$ cat src/hdl/rsca_pkg.sv
`default_nettype none

package rsca_pkg;

	localparam int REGION_BITS = 7;
	localparam logic [10:0] REGION_LIMIT_RESET = 11'd1024;
	localparam int ADDR_REGIONS = 1024;

	localparam logic [1:0] REQ_ALLOC   = 2'd0;
	localparam logic [1:0] REQ_RELEASE = 2'd1;
	localparam logic [1:0] REQ_RESERVE = 2'd2;

	typedef struct packed {
		logic [1:0]  req_type;
		logic [17:0] size_units;
		logic [16:0] address;
	} req_t;

	typedef struct packed {
		logic        ok;
		logic [16:0] block_address;
	} rsp_t;

	typedef logic [10:0] cfg_t;

	// Outcome of testing one region mask against the current request.
	typedef struct packed {
		logic       hit;
		logic       region_free;
		logic [7:0] new_mask;
		logic [6:0] offset;
	} eval_t;

	// Mask bit of the size class: 0 for one unit, 2..7 for 2..64 units.
	function automatic logic [2:0] class_bit(input logic [17:0] s);
		logic [2:0] b;
		if (s <= 18'd1)       b = 3'd0;
		else if (s <= 18'd2)  b = 3'd2;
		else if (s <= 18'd4)  b = 3'd3;
		else if (s <= 18'd8)  b = 3'd4;
		else if (s <= 18'd16) b = 3'd5;
		else if (s <= 18'd32) b = 3'd6;
		else                  b = 3'd7;
		return b;
	endfunction

	// Offset of a block within its region, in units.
	function automatic logic [6:0] bit_offset(input logic [2:0] b);
		logic [6:0] o;
		o = 7'd0;
		if (b != 3'd0) o = 7'd1 << (b - 3'd1);
		return o;
	endfunction

endpackage

`default_nettype wire

$ cat src/hdl/rsca_region_eval.sv
`default_nettype none

module rsca_region_eval (
	input  logic [7:0]     mask,
	input  logic [2:0]     cls,
	output rsca_pkg::eval_t ev
);
	import rsca_pkg::*;

	logic [2:0] pick;
	logic       hit;

	always_comb begin
		pick = cls;
		hit  = 1'b0;
		if (cls == 3'd0) begin
			// The one-unit class prefers the block at offset zero.
			if (!mask[0]) begin
				pick = 3'd0;
				hit  = 1'b1;
			end else if (!mask[1]) begin
				pick = 3'd1;
				hit  = 1'b1;
			end
		end else begin
			hit = !mask[cls];
		end
	end

	assign ev.hit         = hit;
	assign ev.region_free = (mask == 8'd0);
	assign ev.new_mask    = mask | (8'd1 << pick);
	assign ev.offset      = bit_offset(pick);

endmodule

`default_nettype wire

$ cat config.mk
export PLATFORM = sky130hd
export DESIGN_NAME = rsca_region_eval
export DESIGN_NICKNAME = d
export VERILOG_FILES = /design/src/hdl/rsca_pkg.sv /design/src/hdl/rsca_region_eval.sv
export SDC_FILE = /design/constraint.sdc
export NUM_CORES = 1
export LEC_CHECK = 0
export BUFFER_PORTS_ARGS = -buffer_cell sky130_fd_sc_hd__clkbuf_2
export CORE_AREA = 4 4 41 43
export DETAILED_ROUTE_END_ITERATION = 10
export DIE_AREA = 0 0 45 47
export GPL_TIMING_DRIVEN = 0
export PLACE_DENSITY = 0.5
export SLEW_MARGIN = 0
export SYNTH_ARGS = -nofsm -noshare
export SYNTH_HDL_FRONTEND = slang
export SYNTH_SLANG_ARGS = --single-unit
$ cat constraint.sdc
create_clock -name vclk -period 1.9
set_input_delay 0.285 -clock vclk [all_inputs]
set_output_delay 0.285 -clock vclk [all_outputs]
set_load 0.01 [all_outputs]
==> results of run 1 <==
-- cells in the mapped netlist --
master,count
nor2_1,5
nor3_1,4
o21bai_1,4
ha_1,3
inv_1,3
nand2_1,3
buf_6,2
nand2b_1,2
nor4_1,2
or2_2,2
or4_1,2
buf_4,1
clkbuf_1,1
mux2i_1,1
mux4_2,1
nor3b_1,1
o211ai_1,1
o21ai_0,1
o311a_1,1
o31ai_1,1
-- logic make-up (layout without fill, tap and decap cells) --
family / count (synthesis) / after routing / share of synthesized area [%]
buffers and inverters: 7 / 36 / 15.8
AO/OA/AOI/OAI: 8 / 8 / 21.1
AND/OR/NAND/NOR: 21 / 21 / 38.6
multiplexers: 2 / 2 / 11.4
adder cells (fa/ha/maj): 3 / 3 / 13.2
-- metrics by stage --
stage                     TNS, ns  instance area, um^2  instances  power (mW)  hold WS, ns
after global routing      -0.0126                  503         85       0.131        0.884
final                           0                  503         85       0.119        0.862
after floorplan                 0                  285         41      0.0626        0.663
after detailed placement   -0.467                  434         82       0.105        0.858
after CTS                       0                  445         82       0.107        0.858
after global placement     -0.278                  434         82       0.105        0.859
-- final cells by class --
type / count / area (um^2)
plain buffers: 4 / 33.8
inverters: 3 / 11.3
multi-input cells: 34 / 263
well taps: 15 / 18.8
repair buffers: 29 / 176
fillers: 153 / 798
-- power by group --
part	total, mW	internal (mW)	switching [mW]
registers	0	0	0
logic	0.119	0.0596	0.0594
clock network	0	0	0
total	0.119	0.0596	0.0594
-- per-layer routing --
metal  part of all wire [%]  global-route usage, %  vias up
met5                      0                      0        -
met4                      0                      0        0
met3                    9.3                   1.15        0
met2                     45                   16.9       20
met1                     45                   12.0      178
li1                       -                      -      206
-- tightest hold or removal path: stages --
cell and delay, ns:
buf_6 0.12, nor4_2 0.05, buf_2 0.12
-- worst max path at each step --
stage / startpoint / cells past startpoint / slack, ns / endpoint
3_3_place_gp: cls[2] / 7 / -0.12 / ev[3]
4_1_cts: cls[2] / 7 / 0.004 / ev[3]
3_5_place_dp: cls[2] / 7 / -0.16 / ev[3]
6_report: cls[2] / 7 / 0.08 / ev[3]
5_1_grt: cls[2] / 7 / -0.009 / ev[3]
2_1_floorplan: mask[1] / 5 / 0.13 / ev[3]
-- timing repair --
action	4_1_cts	5_1_grt
endpoints found under the setup margin	7	7
buffers inserted	0	3
resized for setup	2	14
endpoints found under the hold margin	0	0
pin swaps	0	4
-- cells in the final DEF (no fill, tap or decap), types with 3 or more instances in the layout --
cell type,n
nor2_1,5
nor3_1,3
nand2_1,3
inv_1,3
clkbuf_2,22
buf_4,5
buf_6,3
o21bai_1,4
ha_1,3
==> reports/qor.csv, run 1 <==
stage,metric,value,unit
detailed_routing,drt-pass1-iter-count,4,
synthesis,synth_top_area_share,13.2,%
sta,fmax,548,MHz
grt,grt_max_degree,11,
synthesis,ys_seq_area_share,0,%
synthesis,synthTopCellsByArea,"ha_1, o21bai_1, buf_6",
grt,first_global_vias,394,
sta,slew_headroom,84.2,%
hold_path,hp-class,input port to output pin,
setup_path,end_kind,output pin,
synthesis,avgSynthCellArea,6.96,um^2
setup_path,slowest_delay,0.33,ns
pwr,ir_worst_vdd,0.0000896,V
layout,fin_nets,86,
cts,ctsHoldBuffers,0,
setup_path,path_max_fanout,4,
sta,final_max_slew_viol_count,0,
hold_path,whs_path_depth,3,
detailed_routing,vias_per_cell,4.75,
synthesis,ys_warn_count,0,
sta,setup_slack,0.0759,ns
status,status,"complete, no violations",
setup_path,crit_chain,buf_12 > nor3b_4 > nor3_2 > ha_1 > nand2b_1 > nor4_2 > buf_2,
sta,grt_setup_unrepaired,yes,
hold_path,worstHoldStart,cls[1],
layout,seqCellArea,0,um^2
setup_path,worstPathRequired,1.62,ns
synthesis,syn-num-nets,55,
sta,hold_viol,0,
setup_path,critPathBufInv,2,
detailed_routing,drc_errors,0,
layout,clkbuf_count,0,
grt,antenna_found_initial,0,
setup_path,cp_slowest_cell,ha_1,
synthesis,ys_types,20,
grt,track_usage,9.14,%
detailed_routing,routed_wl,992,um
layout,seq_cell_count,0,
pwr,cellLeakagePower,0.266,nW
layout,diodes,0,
layout,layout-drive-gt1-share,54.3,%
sta,setup_violations,0,
floorplanning,io_pins,28,
sta,worst_pin_slew,0.236,ns
pwr,power_density,237,nW/um^2
synthesis,syn_area,285,um^2
job,cap_violations,0,
floorplanning,die_h,47,um
floorplanning,core,1300,um^2
detailed_routing,via_count,404,
detailed_routing,drt_iter0_markers,5,
detailed_routing,ant_nets,0,
synthesis,syn_inst,41,
layout,postLayoutCoreUtil,38.7,%
hold_path,min_to,ev[3],
place,dpl_worst_slack,-0.162,ns
sta,timing.final.crit_share,96.0,%
setup_path,cp.arrival,1.54,ns
place,gp_congestion,0.727,
layout,area_growth,76.3,%
setup_path,path_class,input port to output pin,
floorplanning,rows,13,
floorplanning,die_area,2120,um^2
grt,overflow,0,
grt,grt_pass1_wl,1.55,mm
setup_path,worst_setup_path_start_kind,input port,
detailed_routing,routedWlPerCell,11.7,um
floorplanning,initial_core_util,21.9,%
setup_path,cpLargestDelayFamily,simple AND/OR/NAND/NOR gates,
place,hpwl,775,um
synthesis,yosysTopAreaCell,ha_1,
place,port_buffers,26,
sta,min_period,1.82,ns
floorplanning,die_w,45,um
(Power assumes the default switching activity.)
==> run 2: changes to the inputs <==
Settings changed: PLACE_DENSITY 0.5 to 0.56.
==> run 2 against run 1 <==
Maximum frequency decreased by 4.6%. Sequential share of layout area is the same. Cell count shrank 2.4%. Core utilization fell by 1.9 points. Critical path type unchanged. Count of clock-buffer cells in the layout did not move. Die area stayed put. The flow now finishes with violations (setup timing).
==> reports/qor.csv, run 2 (synthesis gave the netlist of run 1 again) <==
stage,metric,value,unit,change
setup_path,end_kind,output pin,,unchanged
detailed_routing,routed_wl,1.01,mm,was 992 um
detailed_routing,drt_iter0_markers,2,,was 5
grt,gr-usage-met3,0.766,%,was 1.15%
grt,grt-busiest-layer,met2,,unchanged
layout,fin_nets,84,,was 86
floorplanning,rows,13,,unchanged
floorplanning,io_pins,28,,unchanged
layout,seqCellArea,0,um^2,unchanged
grt,grt_pass1_wl,1.67,mm,was 1.55 mm
layout,area_growth,67.5,%,was 76.3%
detailed_routing,routedWlPerCell,12.1,um,was 11.7 um
hold_path,hp-class,input port to output pin,,unchanged
setup_path,path_class,input port to output pin,,unchanged
place,hpwl,818,um,was 775 um
layout,final_cell_mix,"clkbuf_2, nor2_1, o21bai_1",,"was clkbuf_2, nor2_1, buf_4, o21bai_1"
layout,final_common_cell,clkbuf_2,,unchanged
detailed_routing,drc_errors,0,,unchanged
grt,first_global_vias,378,,was 394
sta,hold_ws,0.853,ns,was 0.862 ns
sta,grt_setup_unrepaired,yes,,unchanged
layout,layout-drive-gt1-share,55.9,%,was 54.3%
grt,gr-usage-met1,14.0,%,was 12.0%
layout,postLayoutCoreUtil,36.7,%,was 38.7%
floorplanning,core,1300,um^2,unchanged
detailed_routing,vias_per_cell,4.73,,was 4.75
layout,clkbuf_count,0,,unchanged
job,cap_violations,0,,unchanged
layout,final_cells,83,,was 85
grt,grt_max_degree,11,,unchanged
hold_path,min_to,ev[3],,unchanged
layout,seq_cell_count,0,,unchanged
floorplanning,initial_core_util,21.9,%,unchanged
setup_path,slowest_delay,0.36,ns,was 0.33 ns
sta,timing.final.crit_share,101,%,was 96.0%
detailed_routing,drt-pass1-iter-count,4,,unchanged
setup_path,worstPathRequired,1.62,ns,about the same
sta,fmax,523,MHz,was 548 MHz
grt,antenna_found_initial,0,,unchanged
grt,met2_usage,17.2,%,was 16.9%
detailed_routing,ant_nets,0,,unchanged
pwr,power_density,242,nW/um^2,was 237 nW/um^2
setup_path,path_max_fanout,7,,was 4
layout,diodes,0,,unchanged
place,port_buffers,26,,unchanged
status,status,"complete, but fails checks",,"was complete, no violations"
place,dp.cells,82,,unchanged
pwr,ir_worst_vdd,0.0000807,V,was 0.0000896 V
floorplanning,die_w,45,um,unchanged
layout,fillers,161,,was 153
sta,worst_pin_slew,0.279,ns,was 0.236 ns
setup_path,worst_setup_path_start_kind,input port,,unchanged
floorplanning,die_h,47,um,unchanged
sta,setup_violations,1,,was 0
cts,ctsHoldBuffers,0,,unchanged
grt,track_usage,9.85,%,was 9.14%
floorplanning,die_area,2120,um^2,unchanged
sta,slew_headroom,81.3,%,was 84.2%
place,dpl_worst_slack,-0.166,ns,was -0.162 ns
pwr,cellLeakagePower,0.249,nW,was 0.266 nW
setup_path,crit_chain,clkbuf_2 > nor3b_4 > nor3_2 > ha_1 > nor4_2 > clkbuf_2,,was buf_12 > nor3b_4 > nor3_2 > ha_1 > nand2b_1 > nor4_2 > buf_2
place,gp_congestion,0.736,,was 0.727
pwr,power,0.116,mW,was 0.119 mW
sta,min_period,1.91,ns,was 1.82 ns
setup_path,cp.arrival,1.63,ns,was 1.54 ns
sta,final_max_slew_viol_count,0,,unchanged
hold_path,whs_path_depth,3,,unchanged
setup_path,crit_top_cell,clkbuf_2,,
sta,hold_viol,0,,unchanged
grt,overflow,0,,unchanged
layout,multi_input_area,277,um^2,was 263 um^2
status,violations,setup timing,,
sta,setup_slack,-0.0113,ns,was 0.0759 ns
setup_path,cp_slowest_cell,ha_1,,unchanged
detailed_routing,via_count,393,,was 404
hold_path,worstHoldStart,cls[1],,unchanged
==> run 2: cell count changes in the layout (fill, tap and decap cells not counted), sizes merged <==
| cell | delta |
|---|---|
| buf | -6 |
| clkbuf | +4 |
==> run 2: stage by stage <==
| stage | TNS [ns] | instance area [um^2] |
|---|---|---|
| 3_5_place_dp | -0.500 | 434 |
| 5_1_grt | -0.125 | 478 |
| 4_1_cts | 0 | 453 |
| 3_3_place_gp | -0.553 | 434 |
| 6_report | -0.0113 | 478 |
| 2_1_floorplan | 0 | 285 |
==> run 2: what timing repair did <==
item,4_1_cts,5_1_grt
pin swaps,1,0
resized for setup,2,4
endpoints found under the setup margin,7,4
buffers inserted,1,0
cloned,0,0
==> run 2: worst max-delay path by stage <==
stage | cells after the start | slack [ns] | endpoint | start
after floorplan | 5 | 0.13 | ev[3] | mask[1]
after global placement | 7 | -0.16 | ev[3] | cls[2]
after detailed placement | 7 | -0.17 | ev[3] | cls[2]
after CTS | 6 | 0.01 | ev[4] | mask[0]
after global routing | 7 | -0.05 | ev[3] | cls[2]
final | 6 | -0.01 | ev[4] | cls[2]
==> run 2: power by group <==
group	leakage [nW]	internal [mW]	switching, mW	total (mW)
Sequential	0	0	0	0
Combinational	0.249	0.0544	0.0614	0.116
Clock	0	0	0	0
==> run 2: cell type report <==
| type | count | share of cell area [%] |
|---|---|---|
| Buffer | 4 | 7.07 |
| Inverter | 3 | 2.36 |
| Multi-Input combinational cell | 34 | 57.9 |
| Timing Repair Buffer | 27 | 28.8 |
| Tap cell | 15 | 3.93 |
==> run 2: critical path, delay by kind of cell <==
kind / cells / cell delay [ns]
and+or+nand+nor: 3 / 0.63
adders and majority gates: 1 / 0.36
buffers and inverters: 2 / 0.34
==> run 2: metal layers <==
metal  routed length (um)  up-vias
met4                    0        0
li1                     -      202
met2                  503       16
met1                  430      175
met3                   72        0
met5                    0        -
